**config.mk**
```make
export PLATFORM = sky130hd
export DESIGN_NAME = tti_ctrl
export DESIGN_NICKNAME = d
export VERILOG_FILES = /design/src/hdl/trajectory_table_interpolator_core_macros.svh /design/src/hdl/tti_pkg.sv /design/src/hdl/tti_ctrl.sv
export SDC_FILE = /design/constraint.sdc
export NUM_CORES = 1
export LEC_CHECK = 0
export BUFFER_PORTS_ARGS = -buffer_cell sky130_fd_sc_hd__buf_2
export CAP_MARGIN = 20
export CORE_UTILIZATION = 41
export DETAILED_ROUTE_END_ITERATION = 10
export GPL_TIMING_DRIVEN = 1
export MAX_ROUTING_LAYER = met4
export PLACE_DENSITY_LB_ADDON = 0.25
export RECOVER_POWER = 50
export SLEW_MARGIN = 20
export SYNTH_ARGS = -nofsm -noshare
export SYNTH_HDL_FRONTEND = slang
export SYNTH_SLANG_ARGS = --single-unit
```
**constraint.sdc**
```tcl
create_clock -name clk -period 2.14 [get_ports clk]
set_clock_uncertainty 0.05 [all_clocks]
set_input_delay 0.107 -clock clk [delete_from_list [all_inputs] [get_ports clk]]
set_output_delay 0.107 -clock clk [all_outputs]
set_load 0.03 [all_outputs]
```
**src/hdl/trajectory_table_interpolator_core_macros.svh**
```systemverilog
// ----------------------------------------------------------------------------
// Trajectory table interpolator assertion macros
// Concurrent assertion shorthands used at the end of the top level.
// ----------------------------------------------------------------------------
`ifndef TRAJECTORY_TABLE_INTERPOLATOR_CORE_MACROS_SVH
`define TRAJECTORY_TABLE_INTERPOLATOR_CORE_MACROS_SVH

// Antecedent and consequent hold in the same cycle.
`define TTI_ASSERT_IMP(lbl, clk_s, rst_s, ante, cons) \
    lbl: assert property (@(posedge clk_s) disable iff (!rst_s) (ante) |-> (cons)) \
        else $error("trajectory table interpolator: assertion failed");

// Consequent holds in the cycle after the antecedent.
`define TTI_ASSERT_NXT(lbl, clk_s, rst_s, ante, cons) \
    lbl: assert property (@(posedge clk_s) disable iff (!rst_s) (ante) |=> (cons)) \
        else $error("trajectory table interpolator: assertion failed");

`endif

```
**src/hdl/tti_pkg.sv**
```systemverilog
// ----------------------------------------------------------------------------
// Trajectory table interpolator package
// Field widths, codes, command and status types shared by the block.
// ----------------------------------------------------------------------------
`timescale 1ns / 1ps

package tti_pkg;

    localparam int DIST_W   = 31;
    localparam int POS_W    = 32;
    localparam int HDG_W    = 15;
    localparam int OHDG_W   = 16;
    localparam int ACT_W    = 2;
    localparam int STAT_W   = 3;
    // Magnitude of the position difference times magnitude of the distance offset.
    localparam int PROD_W   = POS_W + DIST_W;
    // The scaled step is limited to 2^40 in magnitude.
    localparam int QCLAMP_W = 41;
    localparam int RES_W    = 43;

    localparam logic [DIST_W-1:0] MIN_SPACING_RESET = 31'd5000;

    localparam logic [ACT_W-1:0] ACT_CLEAR = 2'd0;
    localparam logic [ACT_W-1:0] ACT_LOAD  = 2'd1;
    localparam logic [ACT_W-1:0] ACT_QUERY = 2'd2;

    localparam logic [STAT_W-1:0] ST_CLEARED    = 3'd0;
    localparam logic [STAT_W-1:0] ST_STORED     = 3'd1;
    localparam logic [STAT_W-1:0] ST_SKIPPED    = 3'd2;
    localparam logic [STAT_W-1:0] ST_DROPPED    = 3'd3;
    localparam logic [STAT_W-1:0] ST_QUERY_OK   = 3'd4;
    localparam logic [STAT_W-1:0] ST_QUERY_NONE = 3'd5;

    localparam logic signed [RES_W-1:0] POS_HI = 43'sd2147483647;
    localparam logic signed [RES_W-1:0] POS_LO = -43'sd2147483648;
    localparam logic signed [RES_W-1:0] HDG_HI = 43'sd32767;
    localparam logic signed [RES_W-1:0] HDG_LO = -43'sd32768;

    typedef struct packed {
        logic [DIST_W-1:0]        path_dist;
        logic signed [POS_W-1:0]  x;
        logic signed [POS_W-1:0]  y;
        logic signed [HDG_W-1:0]  hdg;
    } entry_t;

    typedef enum logic [2:0] {
        RD_FIRST,
        RD_LAST,
        RD_START,
        RD_NEXT,
        RD_LOW
    } rd_sel_t;

    typedef enum logic [2:0] {
        BRK_NONE,
        BRK_FIRST,
        BRK_LAST,
        BRK_UPPER,
        BRK_LOWER
    } brk_op_t;

    typedef enum logic [1:0] {
        LANE_HOLD,
        LANE_PREP,
        LANE_MULT,
        LANE_STEP
    } lane_op_t;

    typedef struct packed {
        logic              capture;
        logic              clear;
        logic              store;
        logic              set_status;
        logic [STAT_W-1:0] status_code;
        logic              rd_en;
        rd_sel_t           rd_sel;
        brk_op_t           brk;
        logic              scan_init;
        logic              scan_adv;
        lane_op_t          lane_op;
        logic              emit;
    } tti_cmd_t;

    typedef struct packed {
        logic [ACT_W-1:0] action;
        logic             count_zero;
        logic             table_full;
        logic             load_skip;
        logic             q_le;
        logic             q_ge;
        logic             start_oob;
        logic             next_oob;
        logic             div_done;
        logic             out_busy;
    } tti_sts_t;

    function automatic logic signed [POS_W-1:0] sat_pos(input logic signed [RES_W-1:0] v);
        logic signed [POS_W-1:0] r;
        if (v > POS_HI)
            r = 32'sh7FFF_FFFF;
        else if (v < POS_LO)
            r = 32'sh8000_0000;
        else
            r = v[POS_W-1:0];
        return r;
    endfunction

    function automatic logic signed [OHDG_W-1:0] sat_hdg(input logic signed [RES_W-1:0] v);
        logic signed [OHDG_W-1:0] r;
        if (v > HDG_HI)
            r = 16'sh7FFF;
        else if (v < HDG_LO)
            r = 16'sh8000;
        else
            r = v[OHDG_W-1:0];
        return r;
    endfunction

endpackage

```
**src/hdl/tti_ctrl.sv**
```systemverilog
// ----------------------------------------------------------------------------
// Trajectory table interpolator controller
// Sequences clear, load and query transactions over the datapath.
// ----------------------------------------------------------------------------
`timescale 1ns / 1ps

module tti_ctrl (
    input  logic              clk,
    input  logic              rst_n,
    input  logic              in_valid,
    output logic              in_ready,
    output tti_pkg::tti_cmd_t cmd,
    input  tti_pkg::tti_sts_t sts
);
    import tti_pkg::*;

    typedef enum logic [9:0] {
        S_IDLE    = 10'b00_0000_0001,
        S_EXEC    = 10'b00_0000_0010,
        S_Q_FIRST = 10'b00_0000_0100,
        S_Q_LAST  = 10'b00_0000_1000,
        S_Q_SCAN  = 10'b00_0001_0000,
        S_Q_LOW   = 10'b00_0010_0000,
        S_PREP    = 10'b00_0100_0000,
        S_MULT    = 10'b00_1000_0000,
        S_DIV     = 10'b01_0000_0000,
        S_FINISH  = 10'b10_0000_0000
    } state_t;

    state_t state_reg;
    state_t state_next;

    always_ff @(posedge clk or negedge rst_n)
    begin
        if (!rst_n)
            state_reg <= S_IDLE;
        else
            state_reg <= state_next;
    end

    assign in_ready = (state_reg == S_IDLE);

    always_comb
    begin
        state_next = state_reg;
        cmd        = '0;
        cmd.rd_sel  = RD_FIRST;
        cmd.brk     = BRK_NONE;
        cmd.lane_op = LANE_HOLD;
        unique case (state_reg)
            S_IDLE:
            begin
                if (in_valid)
                begin
                    cmd.capture = 1'b1;
                    state_next  = S_EXEC;
                end
            end
            S_EXEC:
            begin
                unique case (sts.action)
                    ACT_CLEAR:
                    begin
                        cmd.clear       = 1'b1;
                        cmd.set_status  = 1'b1;
                        cmd.status_code = ST_CLEARED;
                        state_next      = S_FINISH;
                    end
                    ACT_LOAD:
                    begin
                        cmd.set_status = 1'b1;
                        if (sts.load_skip)
                            cmd.status_code = ST_SKIPPED;
                        else if (sts.table_full)
                            cmd.status_code = ST_DROPPED;
                        else
                        begin
                            cmd.store       = 1'b1;
                            cmd.status_code = ST_STORED;
                        end
                        state_next = S_FINISH;
                    end
                    ACT_QUERY:
                    begin
                        if (sts.count_zero)
                        begin
                            cmd.set_status  = 1'b1;
                            cmd.status_code = ST_QUERY_NONE;
                            state_next      = S_FINISH;
                        end
                        else
                        begin
                            cmd.rd_en  = 1'b1;
                            cmd.rd_sel = RD_FIRST;
                            state_next = S_Q_FIRST;
                        end
                    end
                    default:
                    begin
                        // The unused action code produces no result.
                        state_next = S_IDLE;
                    end
                endcase
            end
            S_Q_FIRST:
            begin
                if (sts.q_le)
                begin
                    cmd.brk    = BRK_FIRST;
                    state_next = S_PREP;
                end
                else
                begin
                    cmd.rd_en  = 1'b1;
                    cmd.rd_sel = RD_LAST;
                    state_next = S_Q_LAST;
                end
            end
            S_Q_LAST:
            begin
                if (sts.q_ge)
                begin
                    cmd.brk    = BRK_LAST;
                    state_next = S_PREP;
                end
                else if (sts.start_oob)
                begin
                    cmd.set_status  = 1'b1;
                    cmd.status_code = ST_QUERY_NONE;
                    state_next      = S_FINISH;
                end
                else
                begin
                    cmd.rd_en     = 1'b1;
                    cmd.rd_sel    = RD_START;
                    cmd.scan_init = 1'b1;
                    state_next    = S_Q_SCAN;
                end
            end
            S_Q_SCAN:
            begin
                if (!sts.q_ge)
                begin
                    cmd.brk    = BRK_UPPER;
                    cmd.rd_en  = 1'b1;
                    cmd.rd_sel = RD_LOW;
                    state_next = S_Q_LOW;
                end
                else if (sts.next_oob)
                begin
                    cmd.set_status  = 1'b1;
                    cmd.status_code = ST_QUERY_NONE;
                    state_next      = S_FINISH;
                end
                else
                begin
                    cmd.rd_en    = 1'b1;
                    cmd.rd_sel   = RD_NEXT;
                    cmd.scan_adv = 1'b1;
                end
            end
            S_Q_LOW:
            begin
                cmd.brk    = BRK_LOWER;
                state_next = S_PREP;
            end
            S_PREP:
            begin
                cmd.lane_op     = LANE_PREP;
                cmd.set_status  = 1'b1;
                cmd.status_code = ST_QUERY_OK;
                state_next      = S_MULT;
            end
            S_MULT:
            begin
                cmd.lane_op = LANE_MULT;
                state_next  = S_DIV;
            end
            S_DIV:
            begin
                cmd.lane_op = LANE_STEP;
                if (sts.div_done)
                    state_next = S_FINISH;
            end
            S_FINISH:
            begin
                if (!sts.out_busy)
                begin
                    cmd.emit   = 1'b1;
                    state_next = S_IDLE;
                end
            end
            default:
            begin
                state_next = S_IDLE;
            end
        endcase
    end

endmodule

```
==> key figures, run 1 <==
Status
  – Status: finished, violations left
  – Failing checks: negative setup slack

Detailed routing
  – DR iter-0 viols: 35
  – # DRC: 0
  – Drt total wl: 3650 um
  – Post-route ant nets: 0
  – Pre-antenna DRT Iters: 4
  – Avg Vias per Cell: 5.95
  – DR vias: 1,208
  – WL per Instance: 18.0 um

Synth
  – Asr flop ratio synth: 1.00
  – Syn Inst Count: ~110
  – Ys flop type: dfrtp_1
  – Net Count, Synth: 120
  – Seq cells post-synth: 10
  – Number of distinct library cells after synthesis: 48
  – Yosys Warn Count: 0
  – Avg Cell Area, Syn: 8.36 um^2
  – Register area share after synthesis: 0.284
  – Synth Cell Area: 886 um^2
  – Number of flops mapped to enable cells by yosys: 0

Pwr
  – Pwr Total: between 0.001 and 0.0015 W
  – Max rail drop VDD: between 0.0005 and 0.0006 V
  – PwrDens: 738 nW/um^2
  – P_leak: between 0.7 and 0.8 nW

Clock tree
  – Clk slew on worst S/H paths: about 80 ps
  – CTS tree: built
  – Clk root buf: clkbuf_4
  – TritonCTS Buffers: 3
  – CTS sink cnt: 10
  – Maximum clock path buffer count: 2
  – Clk_lat worst skew: between 200 and 300 ps
  – H-tree lvl count: 1

Flow run
  – Max cap viols: 0

Layout
  – Layout area overhead: 78.1%
  – Final net count: around 190
  – Leading cell type in the layout, fill and taps excluded: buf_4
  – Finished Layout Cells: between 200 and 250
  – Largest register FFs: 10
  – Commonest non-fill, non-tap cells in the layout: 39 x buf_4, 19 x buf_2, 11 x nor2_1, 9 x buf_6
  – Post-route cell area: approximately 1600 um^2
  – Layout cells sized above 1: 0.597
  – Diode count: 0

Global routing
  – Initial antenna violation count: 0
  – Pin count of the biggest net entering global routing: 11
  – Number of global-route vias before repair: 1,047
  – Global-route wire length before repair: 4930 um
  – GRT Total Usage: 0.276
  – Congestion Overflow GR: 0

Timing
  – Final Hold Fails: 0
  – Final setup viols: 9
  – Tcrit/Tclk final: 1.06
  – Hold Slack: around 13 ps
  – Worst slew margin: 0.591
  – Unrepaired setup endpoints after global routing: yes
  – Fmax: approximately 0.44 GHz
  – Minimum clock period: 2260 ps
  – Max-slew violation count: 0
  – Worst-margin pin slew: ~600 ps
  – Setup ws final: -122 ps

Critical path
  – Crit-path cells: or4_4 -> nor3_4 -> nand2_2 -> nor3b_4 -> or3b_1 -> buf_6
  – Critical Path Max Stage Delay: about 570 ps
  – Max Fanout on Critical Path: 4
  – Delay-heaviest family, CP: simple AND/OR/NAND/NOR gates
  – Worst path slowest cell: or4_4
  – CP arrival: approximately 2100 ps
  – R2R setup slack: 20 ps
  – WP data required: 1980 ps
  – Critical path type: reg2out
  – Crit end category: primary output
  – Crit path launch type: register
  – Buf/Inv on CP: 1

Place
  – RD Place Congestion: 0.886
  – Post-Place Cell Area: ~1200 um^2
  – I/O Buffers: 33
  – HPWL after detailed placement: 2040 um
  – Dpl cells: roughly 180

Worst hold path
  – Hold WC Path Type: in2reg

Floorplan
  – Die Y: 48.5 um
  – # rows: 16
  – I/O Pins: 34
  – Die Wd: roughly 48 um
  – Die area: 2350 um^2
  – Core footprint: 2000 um^2
  – Starting density of the core: 0.443
## cell type report
cell class	instances	area [um^2]
sequential	10	258
tap	27	33.8
timing repair buffer	70	513
fill	141	424
multi-input combinational	88	732
inverter	4	15.0
clock buffer	4	26.3
## synth_stat cells (2+ instances only)
| library cell | n | area, um^2 |
|---|---|---|
| a211oi_1 | 2 | 15.0 |
| a22oi_1 | 2 | 15.0 |
| and2_1 | 2 | 12.5 |
| and3_1 | 2 | 12.5 |
| buf_2 | 2 | 10.0 |
| dfrtp_1 | 9 | 225 |
| inv_1 | 4 | 15.0 |
| nand2_1 | 7 | 26.3 |
| nand2b_1 | 3 | 18.8 |
| nand3_1 | 2 | 10.0 |
| nand3b_1 | 4 | 30.0 |
| nor2_1 | 12 | 45.0 |
| nor2b_1 | 3 | 18.8 |
| nor3_1 | 6 | 30.0 |
| nor3b_1 | 2 | 15.0 |
| nor4_1 | 4 | 25.0 |
| o21a_1 | 2 | 15.0 |
| o21ai_0 | 5 | 25.0 |
| or2_1 | 3 | 18.8 |
| or4_4 | 2 | 22.5 |
## timing repair
action	4_1_cts	5_1_grt
endpoints found under the hold margin	11	0
pin swaps	10	11
endpoints found under the setup margin	8	19
hold buffers	2	0
resized for setup	21	32
buffers inserted	9	13
## kinds of logic (layout without fill, tap and decap cells)
kind of cell / Yosys count / count (layout) / synth area share
XOR/XNOR: 2 / 2 / 0.0198
AND/OR/NAND/NOR: 62 / 62 / 0.449
flip-flops: 10 / 10 / 0.284
adder cells (fa/ha/maj): 1 / 1 / 0.0113
buffers and inverters: 8 / 78 / 0.0452
AO/OA/AOI/OAI: 22 / 22 / 0.179
multiplexers: 1 / 1 / 0.0113
## metrics by stage
| stage | utilization | worst slack (ps) | setup TNS, ps |
|---|---|---|---|
| 2_1_floorplan | - | 26.1 | 0 |
| 3_3_place_gp | 0.586 | 119 | 0 |
| 3_5_place_dp | 0.586 | 98.3 | 0 |
| 4_1_cts | 0.679 | -173 | -511 |
| 5_1_grt | 0.788 | -213 | -1550 |
| 6_report | 0.788 | -122 | -571 |
## worst paths after layout
check	from	to	depth (start not counted)
min in group asynchronous	rst_n	state_reg[4]	2
worst min-delay path	sts[9]	state_reg[2]	2
worst min register to register	state_reg[8]	state_reg[7]	2
max in group asynchronous	rst_n	state_reg[8]	2
worst max register to register	state_reg[7]	state_reg[9]	6
worst max-delay path	state_reg[7]	cmd[11]	6
## where the power goes
group	leakage (nW)	internal (W)	switching (W)	total, W
Combinational	0.610	0.000373	0.000373	0.000745
Sequential	0.127	0.000221	0.0000551	0.000276
Clock	0.0150	0.0000720	0.0000713	0.000143
## worst register-to-register path: cells and delay by family, from the launching register on
kind	cells	cell delay [ps]
compound gates	1	240
buf+inv	1	130
flops	1	440
simple gates	4	1160
## routing by layer
metal | wire, um | track usage | vias up
li1 | - | - | 539
met1 | 1460 | 0.350 | 575
met2 | 1810 | 0.444 | 77
met3 | 282 | 0.0440 | 17
met4 | 95 | 0.108 | 0
met5 | 0 | - | -
Power figures use the tool's default switching activity.
==> inputs of run 2 (changes only) <==
Settings changed: CORE_MARGIN set to 2.
==> run 2 against run 1 <==
  * The run still ends with negative setup slack left
  * Die area grew 8.4%
  * Worst hold slack improved by 11 ps
  * Core utilization fell by 6.1 points
  * Fmax up 0.26%
  * Count of clock-buffer cells in the layout unchanged
  * Final cell count shrank 4.4%
  * Critical path depth is the same
  * Register-to-register slack about the same
  * Sequential share of layout area grew 1.3 points
  * Largest cell class unchanged
  * Largest power group unchanged
  * Highest routed layer unchanged
==> key figures, run 2 (synthesis gave the netlist of run 1 again) <==
Critical path
  – Crit end category: primary output
  – Worst path depth: 6 (unchanged)
  – Reg2reg start: state_reg[6]
  – RR Endpoint: state_reg[9]
  – WP data required: 1980 ps (about the same)
  – Critical Path Max Stage Delay: 570 ps (about the same)
  – Crit-path cells: or4_4 -> nor3_4 -> buf_6 -> and4b_4 -> and2_4 -> buf_6
  – Critical path type: reg2out
  – Setup crit end: cmd[18]
  – Worst path slowest cell: or4_4
  – Setup crit start: state_reg[6]
  – Reg2Reg Depth: 7 (+1)
  – Delay-heaviest family, CP: simple AND/OR/NAND/NOR gates
  – Max Fanout on Critical Path: 3 (-1)
  – CP dominant cell by count: buf_6
  – R2R setup slack: 10 ps (about the same)
  – Crit path launch type: register
  – Buf/Inv on CP: 2 (+1)
  – CP arrival: 2100 ps (about the same)

Timing
  – Minimum clock period: 2260 ps (-5.83 ps)
  – Unrepaired setup endpoints after global routing: yes
  – Hold Slack: 24.1 ps (+11.2 ps)
  – Worst slew margin: 0.611 (+0.0200)
  – Final setup viols: 9 (unchanged)
  – Setup ws final: -116 ps (+5.83 ps)
  – Max-slew violation count: 0 (unchanged)
  – Final Hold Fails: 0 (unchanged)
  – Fmax: 0.443 GHz (+0.26%)
  – Tcrit/Tclk final: 1.05 (-0.00272)
  – Worst-margin pin slew: 583 ps (-29.9 ps)

Layout
  – Layout cells sized above 1: 0.533 (-0.0637)
  – Final net count: 182 (-4.7%)
  – Filler cells: 150 (+6.4%)
  – Post-route cell area: 1460 um^2 (-7.7%)
  – Layout area overhead: 64.4%
  – Leading cell type in the layout, fill and taps excluded: buf_4
  – Post-layout util: 0.728 (-0.0606)
  – Largest register FFs: 10 (unchanged)
  – Commonest non-fill, non-tap cells in the layout: 24 x buf_4, 23 x buf_2, 12 x nor2_1, 10 x buf_6, 6 x nand2_1
  – Diode count: 0 (unchanged)

Floorplan
  – # rows: 16 (unchanged)
  – Core footprint: 2000 um^2 (unchanged)
  – Die area: 2550 um^2 (+8.4%)
  – I/O Pins: 34 (unchanged)
  – Die Y: 50.5 um (+4.1%)
  – Starting density of the core: 0.443 (unchanged)
  – Die Wd: 50.5 um (+4.1%)

Global routing
  – Initial antenna violation count: 0 (unchanged)
  – Global-route wire length before repair: 4640 um (-5.9%)
  – Pin count of the biggest net entering global routing: 11 (unchanged)
  – Number of global-route vias before repair: 1,021 (-2.5%)
  – GRT Total Usage: 0.243 (-0.0331)
  – Congestion Overflow GR: 0 (unchanged)

Detailed routing
  – DR vias: 1,118 (-7.5%)
  – WL per Instance: 16.1 um (-11%)
  – Avg Vias per Cell: 5.76 (-3.2%)
  – Pre-antenna DRT Iters: 4 (unchanged)
  – DR iter-0 viols: 49 (+40%)
  – Drt total wl: 3120 um (-15%)
  – Post-route ant nets: 0 (unchanged)
  – # DRC: 0 (unchanged)

Worst hold path
  – Hold WC Path Type: in2reg
  – Min-delay src: sts[9]

Clock tree
  – Clk slew on worst S/H paths: 70 ps (about the same)
  – Clk_lat worst skew: 270 ps (about the same)
  – Clk root buf: clkbuf_4
  – H-tree lvl count: 1 (unchanged)
  – CTS tree: built
  – TritonCTS Buffers: 3 (unchanged)
  – CTS sink cnt: 10 (unchanged)
  – Maximum clock path buffer count: 2 (unchanged)

Pwr
  – Max rail drop VDD: 0.000817 V (+46%)
  – P_leak: 0.695 nW (-7.5%)
  – PwrDens: 751 nW/um^2 (+1.8%)

Place
  – I/O Buffers: 33 (unchanged)
  – HPWL after detailed placement: 1970 um (-3.3%)
  – Post-Place Cell Area: 1170 um^2 (unchanged)
  – RD Place Congestion: 0.900 (+1.6%)

Status
  – Status: finished, violations left
  – Failing checks: negative setup slack

Flow run
  – Max cap viols: 0 (unchanged)
==> run 2: cell count changes in the layout (fill, tap and decap cells not counted), moves of 2 or more <==
cell | previous run | this run
buf_2 | 19 | 23
buf_4 | 39 | 24
nor3_4 | 3 | 1
nor4_4 | 3 | 1
==> run 2: final cells by class <==
type | instances | area [um^2] | area share
sequential | 10 | 256 | 0.176
tap | 27 | 33.8 | 0.0232
clock buffer | 4 | 36.3 | 0.0249
timing repair buffer | 61 | 442 | 0.303
multi-input combinational | 88 | 673 | 0.462
inverter | 4 | 15.0 | 0.0103
==> run 2: worst min-delay path by stage <==
| stage | endpoint | slack, ps | cells past startpoint |
|---|---|---|---|
| floorplan | state_reg[1] | -240 | 0 |
| global placement | state_reg[1] | -70 | 1 |
| detailed placement | state_reg[4] | -70 | 1 |
| CTS | state_reg[2] | 20 | 2 |
| global route | state_reg[2] | 30 | 2 |
| finish | state_reg[2] | 20 | 2 |
==> run 2: timing repair <==
| item | 4_1_cts | 5_1_grt |
|---|---|---|
| buffers inserted | 8 | 5 |
| hold endpoints to repair | 12 | 0 |
| hold buffers | 3 | 0 |
| setup endpoints to repair | 8 | 12 |
| gates resized for setup | 18 | 18 |
| pin swaps | 4 | 12 |
==> run 2: per-stage QoR <==
stage	setup slack (ps)	cells	TNS [ps]	power, W
floorplan	26.1	106	0	0.000574
finish	-116	194	-488	0.00109
global route	-158	194	-1190	0.00116
CTS	-138	190	-674	0.000998
global placement	89.2	175	0	0.000724
detailed placement	60.5	175	0	0.000730
==> run 2: power by group <==
part           total [W]  internal, W  switching, W
sequential      0.000263     0.000219     0.0000443
combinational   0.000655     0.000333      0.000322
clock           0.000176     0.000103     0.0000726
==> run 2: metal layers <==
| layer | track usage | vias to the layer above | wire length (um) |
|---|---|---|---|
| met5 | - | - | 0 |
| met1 | 0.323 | 523 | 1180 |
| met3 | 0.0298 | 8 | 270 |
| met2 | 0.395 | 63 | 1590 |
| li1 | - | 524 | - |
| met4 | 0.0631 | 0 | 74 |
